## config.mk

```make
export PLATFORM = sky130hd
export DESIGN_NAME = pwm_tone_buzzer_control_unit
export DESIGN_NICKNAME = d
export VERILOG_FILES = /design/src/hw/rtl/ptbc_pkg.sv /design/src/hw/rtl/ptbc_ctrl.sv /design/src/hw/rtl/ptbc_datapath.sv /design/src/hw/rtl/pwm_tone_buzzer_control_unit.sv
export SDC_FILE = /design/constraint.sdc
export NUM_CORES = 1
export LEC_CHECK = 0
export BUFFER_PORTS_ARGS = -buffer_cell sky130_fd_sc_hd__buf_2
export CAP_MARGIN = 20
export CORE_MARGIN = 5
export CORE_UTILIZATION = 45
export CTS_BUF_LIST = sky130_fd_sc_hd__clkbuf_8 sky130_fd_sc_hd__clkbuf_16
export DETAILED_ROUTE_END_ITERATION = 8
export SYNTH_ARGS = -nofsm -noshare
export SYNTH_HDL_FRONTEND = slang
export SYNTH_SLANG_ARGS = --single-unit
```

## constraint.sdc

```tcl
create_clock -name clk -period 10.55 [get_ports clk]
set_input_delay 2.11 -clock clk [delete_from_list [all_inputs] [get_ports clk]]
set_output_delay 2.11 -clock clk [all_outputs]
set_load 0.01 [all_outputs]
```

## src/hw/rtl/ptbc_pkg.sv

```systemverilog
// Shared types and constants for the PWM tone buzzer control unit.
// Holds command codes, divider and scaling constants, and the
// controller/datapath interface structs. No dependencies.
`timescale 1ns / 1ps

package ptbc_pkg;

    // Command codes carried in the mode field
    localparam logic [2:0] MODE_ON      = 3'd0;
    localparam logic [2:0] MODE_TIMED   = 3'd1;
    localparam logic [2:0] MODE_OFF     = 3'd2;
    localparam logic [2:0] MODE_VOLUME  = 3'd3;
    localparam logic [2:0] MODE_SERVICE = 3'd4;

    // Tone clock in Hz; the dividend of the period division
    localparam int unsigned DIV_BITS = 19;
    localparam logic [DIV_BITS-1:0] TONE_CLOCK = 19'd500000;
    localparam logic [4:0] DIV_LAST_BIT = 5'(DIV_BITS - 1);

    // floor(x / 7) == (x * RECIP_SEVEN) >> RECIP_SHIFT for any 15-bit x
    localparam logic [15:0] RECIP_SEVEN = 16'd37450;
    localparam int unsigned RECIP_SHIFT = 18;
    localparam int unsigned PROD_BITS   = 31;

    localparam logic [2:0] VOLUME_RESET = 3'd7;

    // Commands from the controller to the datapath
    typedef struct packed {
        logic       capture;   // latch the incoming request, clear the divider
        logic       div_step;  // one restoring division step
        logic [4:0] bit_idx;   // dividend bit brought down in this step
        logic       mul_step;  // multiply half period by the reciprocal of seven
        logic       scale_step;// multiply by the stored volume
        logic       commit;    // apply the request to the buzzer state
    } cmd_t;

    // Status from the datapath to the controller
    typedef struct packed {
        logic needs_div;       // incoming request is an on or timed command with nonzero frequency
    } status_t;

endpackage

```

## src/hw/rtl/ptbc_ctrl.sv

```systemverilog
// Controller for the PWM tone buzzer control unit: request handshake,
// divider sequencing and result handshake. Depends on ptbc_pkg.
`timescale 1ns / 1ps

module ptbc_ctrl
    import ptbc_pkg::*;
(
    input  logic    clk,
    input  logic    rst_n,
    input  logic    in_valid,
    output logic    in_ready,
    output logic    out_valid,
    input  logic    out_ready,
    input  status_t status,
    output cmd_t    cmd
);

    typedef enum logic [2:0] {
        ST_IDLE,
        ST_DIV,
        ST_MUL,
        ST_SCALE,
        ST_COMMIT
    } state_t;

    state_t     state_reg, state_next;
    logic [4:0] cnt_reg, cnt_next;
    logic       out_valid_reg, out_valid_next;
    logic       out_free;

    assign out_free  = !out_valid_reg || out_ready;
    assign in_ready  = (state_reg == ST_IDLE);
    assign out_valid = out_valid_reg;

    // Decode commands from the current state
    always_comb
    begin
        cmd            = '0;
        cmd.bit_idx    = cnt_reg;
        cmd.capture    = (state_reg == ST_IDLE) && in_valid;
        cmd.div_step   = (state_reg == ST_DIV);
        cmd.mul_step   = (state_reg == ST_MUL);
        cmd.scale_step = (state_reg == ST_SCALE);
        cmd.commit     = (state_reg == ST_COMMIT) && out_free;
    end

    // Next state and registered outputs
    always_comb
    begin
        state_next     = state_reg;
        cnt_next       = cnt_reg;
        out_valid_next = out_valid_reg && !out_ready;
        unique case (state_reg)
            ST_IDLE:
            begin
                if (in_valid)
                begin
                    if (status.needs_div)
                    begin
                        state_next = ST_DIV;
                        cnt_next   = DIV_LAST_BIT;
                    end
                    else
                    begin
                        state_next = ST_COMMIT;
                    end
                end
            end
            ST_DIV:
            begin
                if (cnt_reg == 5'd0)
                begin
                    state_next = ST_MUL;
                end
                else
                begin
                    cnt_next = cnt_reg - 5'd1;
                end
            end
            ST_MUL:
            begin
                state_next = ST_SCALE;
            end
            ST_SCALE:
            begin
                state_next = ST_COMMIT;
            end
            ST_COMMIT:
            begin
                if (out_free)
                begin
                    out_valid_next = 1'b1;
                    state_next     = ST_IDLE;
                end
            end
            default:
            begin
                state_next = ST_IDLE;
            end
        endcase
    end

    // Hold state, step counter and result valid
    always_ff @(posedge clk or negedge rst_n)
    begin
        if (!rst_n)
        begin
            state_reg     <= ST_IDLE;
            cnt_reg       <= '0;
            out_valid_reg <= 1'b0;
        end
        else
        begin
            state_reg     <= state_next;
            cnt_reg       <= cnt_next;
            out_valid_reg <= out_valid_next;
        end
    end

endmodule

```

## src/hw/rtl/ptbc_datapath.sv

```systemverilog
// Datapath for the PWM tone buzzer control unit: request latch, restoring
// period divider, duty scaling and the buzzer state. Depends on ptbc_pkg.
`timescale 1ns / 1ps

module ptbc_datapath
    import ptbc_pkg::*;
(
    input  logic        clk,
    input  logic        rst_n,
    input  cmd_t        cmd,
    output status_t     status,
    input  logic [2:0]  mode,
    input  logic [15:0] frequency,
    input  logic [15:0] duration,
    input  logic [7:0]  new_volume,
    input  logic [31:0] now,
    output logic        enabled,
    output logic [15:0] period,
    output logic [15:0] duty,
    output logic [2:0]  volume,
    output logic        armed
);

    // Latched request
    logic [2:0]  mode_reg;
    logic [15:0] freq_reg;
    logic [2:0]  nv_reg;
    logic [31:0] now_reg;
    logic [31:0] sum_reg;

    // Divider and scaling
    logic [15:0]          rem_reg;
    logic [DIV_BITS-1:0]  quo_reg;
    logic [PROD_BITS-1:0] prod_reg;
    logic [15:0]          duty_calc_reg;

    // Buzzer state
    logic        enable_reg, enable_next;
    logic [15:0] period_reg, period_next;
    logic [15:0] duty_reg, duty_next;
    logic [2:0]  volume_reg, volume_next;
    logic [31:0] deadline_reg, deadline_next;

    logic [16:0] trial;
    logic [17:0] diff;
    logic        fits;
    logic [15:0] sat_period;
    logic        freq_zero;

    assign status.needs_div = ((mode == MODE_ON) || (mode == MODE_TIMED))
                              && (frequency != 16'd0);

    // One restoring step: bring down the next dividend bit, subtract if it fits
    assign trial = {rem_reg, TONE_CLOCK[cmd.bit_idx]};
    assign diff  = {1'b0, trial} - {2'b00, freq_reg};
    assign fits  = !diff[17];

    // Saturate the quotient to 16 bits
    assign sat_period = (quo_reg[DIV_BITS-1:16] != '0) ? 16'hFFFF : quo_reg[15:0];
    assign freq_zero  = (freq_reg == 16'd0);

    // Latch the request and run the divider and multipliers
    always_ff @(posedge clk)
    begin
        if (cmd.capture)
        begin
            mode_reg <= mode;
            freq_reg <= frequency;
            nv_reg   <= new_volume[2:0];
            now_reg  <= now;
            sum_reg  <= now + {16'd0, duration};
            rem_reg  <= '0;
            quo_reg  <= '0;
        end
        else if (cmd.div_step)
        begin
            rem_reg <= fits ? diff[15:0] : trial[15:0];
            quo_reg <= {quo_reg[DIV_BITS-2:0], fits};
        end
        if (cmd.mul_step)
        begin
            prod_reg <= PROD_BITS'(sat_period[15:1] * RECIP_SEVEN);
        end
        if (cmd.scale_step)
        begin
            duty_calc_reg <= 16'(prod_reg[PROD_BITS-1:RECIP_SHIFT] * volume_reg);
        end
    end

    // Apply the latched request to the buzzer state
    always_comb
    begin
        enable_next   = enable_reg;
        period_next   = period_reg;
        duty_next     = duty_reg;
        volume_next   = volume_reg;
        deadline_next = deadline_reg;
        unique case (mode_reg)
            MODE_ON, MODE_TIMED:
            begin
                enable_next = 1'b0;
                if (freq_zero)
                begin
                    period_next = 16'd0;
                end
                else
                begin
                    period_next   = sat_period;
                    duty_next     = duty_calc_reg;
                    enable_next   = 1'b1;
                    deadline_next = '0;
                end
                if (mode_reg == MODE_TIMED)
                begin
                    deadline_next = sum_reg;
                end
            end
            MODE_OFF:
            begin
                enable_next   = 1'b0;
                deadline_next = '0;
            end
            MODE_VOLUME:
            begin
                volume_next = nv_reg;
            end
            MODE_SERVICE:
            begin
                if ((deadline_reg != '0) && (now_reg > deadline_reg))
                begin
                    enable_next   = 1'b0;
                    deadline_next = '0;
                end
            end
            default:
            begin
            end
        endcase
    end

    // Hold buzzer state; it also forms the result payload
    always_ff @(posedge clk or negedge rst_n)
    begin
        if (!rst_n)
        begin
            enable_reg   <= 1'b0;
            period_reg   <= '0;
            duty_reg     <= '0;
            volume_reg   <= VOLUME_RESET;
            deadline_reg <= '0;
        end
        else if (cmd.commit)
        begin
            enable_reg   <= enable_next;
            period_reg   <= period_next;
            duty_reg     <= duty_next;
            volume_reg   <= volume_next;
            deadline_reg <= deadline_next;
        end
    end

    assign enabled = enable_reg;
    assign period  = period_reg;
    assign duty    = duty_reg;
    assign volume  = volume_reg;
    assign armed   = (deadline_reg != '0);

endmodule

```

## src/hw/rtl/pwm_tone_buzzer_control_unit.sv

```systemverilog
// PWM tone buzzer control unit: streaming command in, buzzer state out.
//
// Usage:
//   Each request on s_axis carries one command: on, timed on, off, set
//   volume or service tick. Each request yields exactly one result on
//   m_axis holding the PWM enable, period, duty, volume and armed flag
//   after the command.
//   On and timed on with a nonzero frequency run a restoring divider,
//   one quotient bit per cycle over 19 bits, then a multiply step and a
//   volume scaling step before the commit step; the next request is
//   taken only after the result is committed. All other commands go
//   from acceptance straight to the commit step.
//   One request is in work at a time; s_axis_tready is high only while
//   the unit is idle. A finished result stays in the output register
//   while the receiver stalls, and the unit takes the next request
//   meanwhile; that request's state update waits until the register is
//   free.
//   Reset clears the PWM state, disarms the deadline and sets volume 7.
// Depends on ptbc_pkg, ptbc_ctrl and ptbc_datapath.
`timescale 1ns / 1ps

module pwm_tone_buzzer_control_unit
    import ptbc_pkg::*;
(
    input  logic        clk,
    input  logic        rst_n,
    input  logic        s_axis_tvalid,
    output logic        s_axis_tready,
    input  logic [79:0] s_axis_tdata,  // mode[2:0], frequency[18:3], duration[34:19],
                                       // new_volume[42:35], now[74:43], zero pad
    output logic        m_axis_tvalid,
    input  logic        m_axis_tready,
    output logic [39:0] m_axis_tdata   // enabled[0], period[16:1], duty[32:17],
                                       // volume[35:33], armed[36], zero pad
);

    cmd_t        cmd;
    status_t     status;
    logic        enabled;
    logic [15:0] period;
    logic [15:0] duty;
    logic [2:0]  volume;
    logic        armed;

    ptbc_ctrl u_ctrl (
        .clk       (clk),
        .rst_n     (rst_n),
        .in_valid  (s_axis_tvalid),
        .in_ready  (s_axis_tready),
        .out_valid (m_axis_tvalid),
        .out_ready (m_axis_tready),
        .status    (status),
        .cmd       (cmd)
    );

    ptbc_datapath u_datapath (
        .clk        (clk),
        .rst_n      (rst_n),
        .cmd        (cmd),
        .status     (status),
        .mode       (s_axis_tdata[2:0]),
        .frequency  (s_axis_tdata[18:3]),
        .duration   (s_axis_tdata[34:19]),
        .new_volume (s_axis_tdata[42:35]),
        .now        (s_axis_tdata[74:43]),
        .enabled    (enabled),
        .period     (period),
        .duty       (duty),
        .volume     (volume),
        .armed      (armed)
    );

    // Pack the result fields
    assign m_axis_tdata = {3'b000, armed, volume, duty, period, enabled};

endmodule

```

==> metrics <==
Die Wd 190.7 um; top-count cell post-synth ha_1; fraction of registers with async set/reset 33.92%; clock tree buffer depth 3; synth top area cells edfxtp_1, ha_1, dfrtp_1; CTS HTree Levels 1; met3 Use GR 2.545%; pwr dens 229.7 nW/um2; WP data arrival 6.73 ns; Final period util 60.82%; grt met2 use 29.70%; drt first pass iters 5; layout cells sized above 1 13.89%; worst slew pin tran 0.9587 ns; worst min path class flop to flop; hold_buf cts 0; DRC viols 0; Netlist cell types 81; row count 66; CP Max Fanout 17; HPWL after detailed placement 23.13 mm; die area 36360 um2; final count of negative-setup-slack endpoints 0; Mapped Area 14690 um2; Peak VDD IR 171.2 uV; ant diodes 0; Mean Syn Cell Area 10.21 um2; final setup skew 0.02800 ns; RSZ-0062 raised after global routing false; total global routing overflow 0; Port Buf Inserts 112; top cells by count, synth ha_1, nand2_1, inv_1; Setup TNS Final 0 ns; maximum clock rate 155.9 MHz; MaxCap Viol Count 0; die height 190.7 um; final core utilization 51.41%; vias per cell 5.041; status complete, no violations; Yosys warning count 0; first-pass GRT wire length 50.30 mm; largest net degree at the start of global routing 64; critical path endpoint category flop; Synth Register Bits 227; hold slack 0.4590 ns; Root Buffer clkbuf_16; antenna violations before repair 1; FF-to-FF setup slack 4.13 ns; share of the synthesized area in the top cell type 23.50%; Total Routing Usage GR 16.70%; Tmin final 6.416 ns; routed len/inst 14.79 um; setup repair bufs after CTS 0; later-pin clock latency in the skew report 0.56 ns; Yosys top cell by area edfxtp_1; EDFF count, synth 115; io pins 126; pins over their slew limit 0; Mapped Cells 1439; starting density of the core 45.39%; TritonCTS buffer count 28; CTS tree yes; DR vias 10137; Critical Path Source Type flop; ANT nets after route 0; Main synth FF type edfxtp_1; clk sink count 227; core box area 32370 um2; sequential share of the synthesized area 41.41%; vias in the first global route 10352; Fin. Hold Viols 0; Area Growth Syn to Fin 13.28%; Iter 0 DRT Violations 424; Final nets 1871; relative slew slack 35.74%; Resized Gates After CTS 0; Lkg Pwr 8.133 nW; met1 GRT Util 21.38%; DRT Wirelength 29.74 mm; Clock Pin Slew Worst Setup and Hold Paths 0.06 ns; GRT busiest layer met2; Critical Path RT 10.86 ns; Routability Congestion 0.8646; WS Path Type flop to flop
## where the power goes
group	internal, mW	switching [mW]	leakage [nW]	total, mW
Sequential	1.24	0.183	2.37	1.42
Clock	0.577	0.378	0.485	0.955
Combinational	0.613	0.829	5.28	1.44
## metal layers
metal  share of wire, %  vias up
met3                4.3       49
li1                   -     5177
met2                 49      148
met4                2.4        0
met1                 44     4763
met5                  0        -
## cell usage in the layout, fill, tap and decap left out, types with 5 or more instances in the layout
cell type  netlist  routed
a211oi_1        14      14
a21o_1          21      21
a21oi_1         69      69
a31oi_1          6       6
and2_1          12      11
and3_1          10      10
buf_2            8     111
buf_4            5       6
clkbuf_16        0      28
clkbuf_8         0       6
clkinv_2         0       5
dfrtp_1         74      74
dfxtp_1         35      35
edfxtp_1       115     115
fa_1            45      45
ha_1           195     195
inv_1          175     180
mux2_2          19      19
mux2i_1         11      11
nand2_1        193     193
nand2b_1        12      12
nand3_1         18      18
nand4_1         11      11
nor2_1          78      78
nor2b_1         11      11
nor3_1          16      15
nor4_1          20      20
o21a_1           7       7
o21ai_0         82      82
o21ai_1          5       5
xnor2_1         45      45
xor2_1          22      22
## cell type report
type | instances | area (um2)
inverter | 175 | 656.9
clock buffer | 34 | 783.3
tap | 442 | 553.0
sequential | 227 | 6085
fill | 3010 | 15730
clock inverter | 18 | 170.2
timing repair buffer | 118 | 620.6
multi-input combinational | 997 | 7775
## stage by stage
step / setup WS [ns] / instance area, um2 / instances / total power [mW]
CTS: 4.102 / 16640 / 2011 / 3.887
detailed placement: 4.089 / 15690 / 1959 / 2.912
global route: 3.681 / 16640 / 2011 / 4.163
finish: 4.134 / 16640 / 2011 / 3.822
floorplan: 4.783 / 14700 / 1441 / 2.531
global placement: 4.127 / 15670 / 1958 / 2.868
## logic make-up (layout without fill, tap and decap cells)
group | Yosys count | after routing | synth area share, %
AOI/OAI and AO/OA | 252 | 252 | 11.16
muxes | 30 | 30 | 2.206
other | 1 | 3 | 0.02552
and+or+nand+nor | 405 | 405 | 12.62
adders and majority gates | 240 | 240 | 22.74
buffers and inverters | 217 | 345 | 5.842
xor gates and xnor gates | 67 | 67 | 3.994
DFF | 227 | 227 | 41.41
## worst paths after layout
kind,start,end,cells after the start
setup reg to reg,u_datapath.quo_reg[16],u_datapath.prod_reg[30],21
min in group asynchronous,rst_n,u_datapath.duty[14],1
max in group asynchronous,rst_n,u_datapath.deadline_reg[24],2
hold reg to reg,u_datapath.quo_reg[9],u_datapath.quo_reg[10],2
setup / recovery,u_datapath.quo_reg[16],u_datapath.prod_reg[30],21
hold / removal,u_datapath.quo_reg[9],u_datapath.quo_reg[10],2
## critical path: stages (launching register included)
cell and delay [ns]:
dfxtp_1 0.33, or3_1 0.63, nor2_1 0.46, inv_1 0.19, ha_1 0.33, ha_1 0.27, ha_1 0.30, fa_1 0.46
fa_1 0.55, inv_1 0.06, fa_1 0.52, inv_1 0.04, ha_1 0.28, nand2_1 0.08, nor4b_1 0.46, a21oi_2 0.10
a31oi_4 0.25, o21ai_2 0.09, a31o_1 0.24, o2111a_1 0.29, o21bai_2 0.13, xor2_1 0.07
Power figures use the tool's default switching activity.
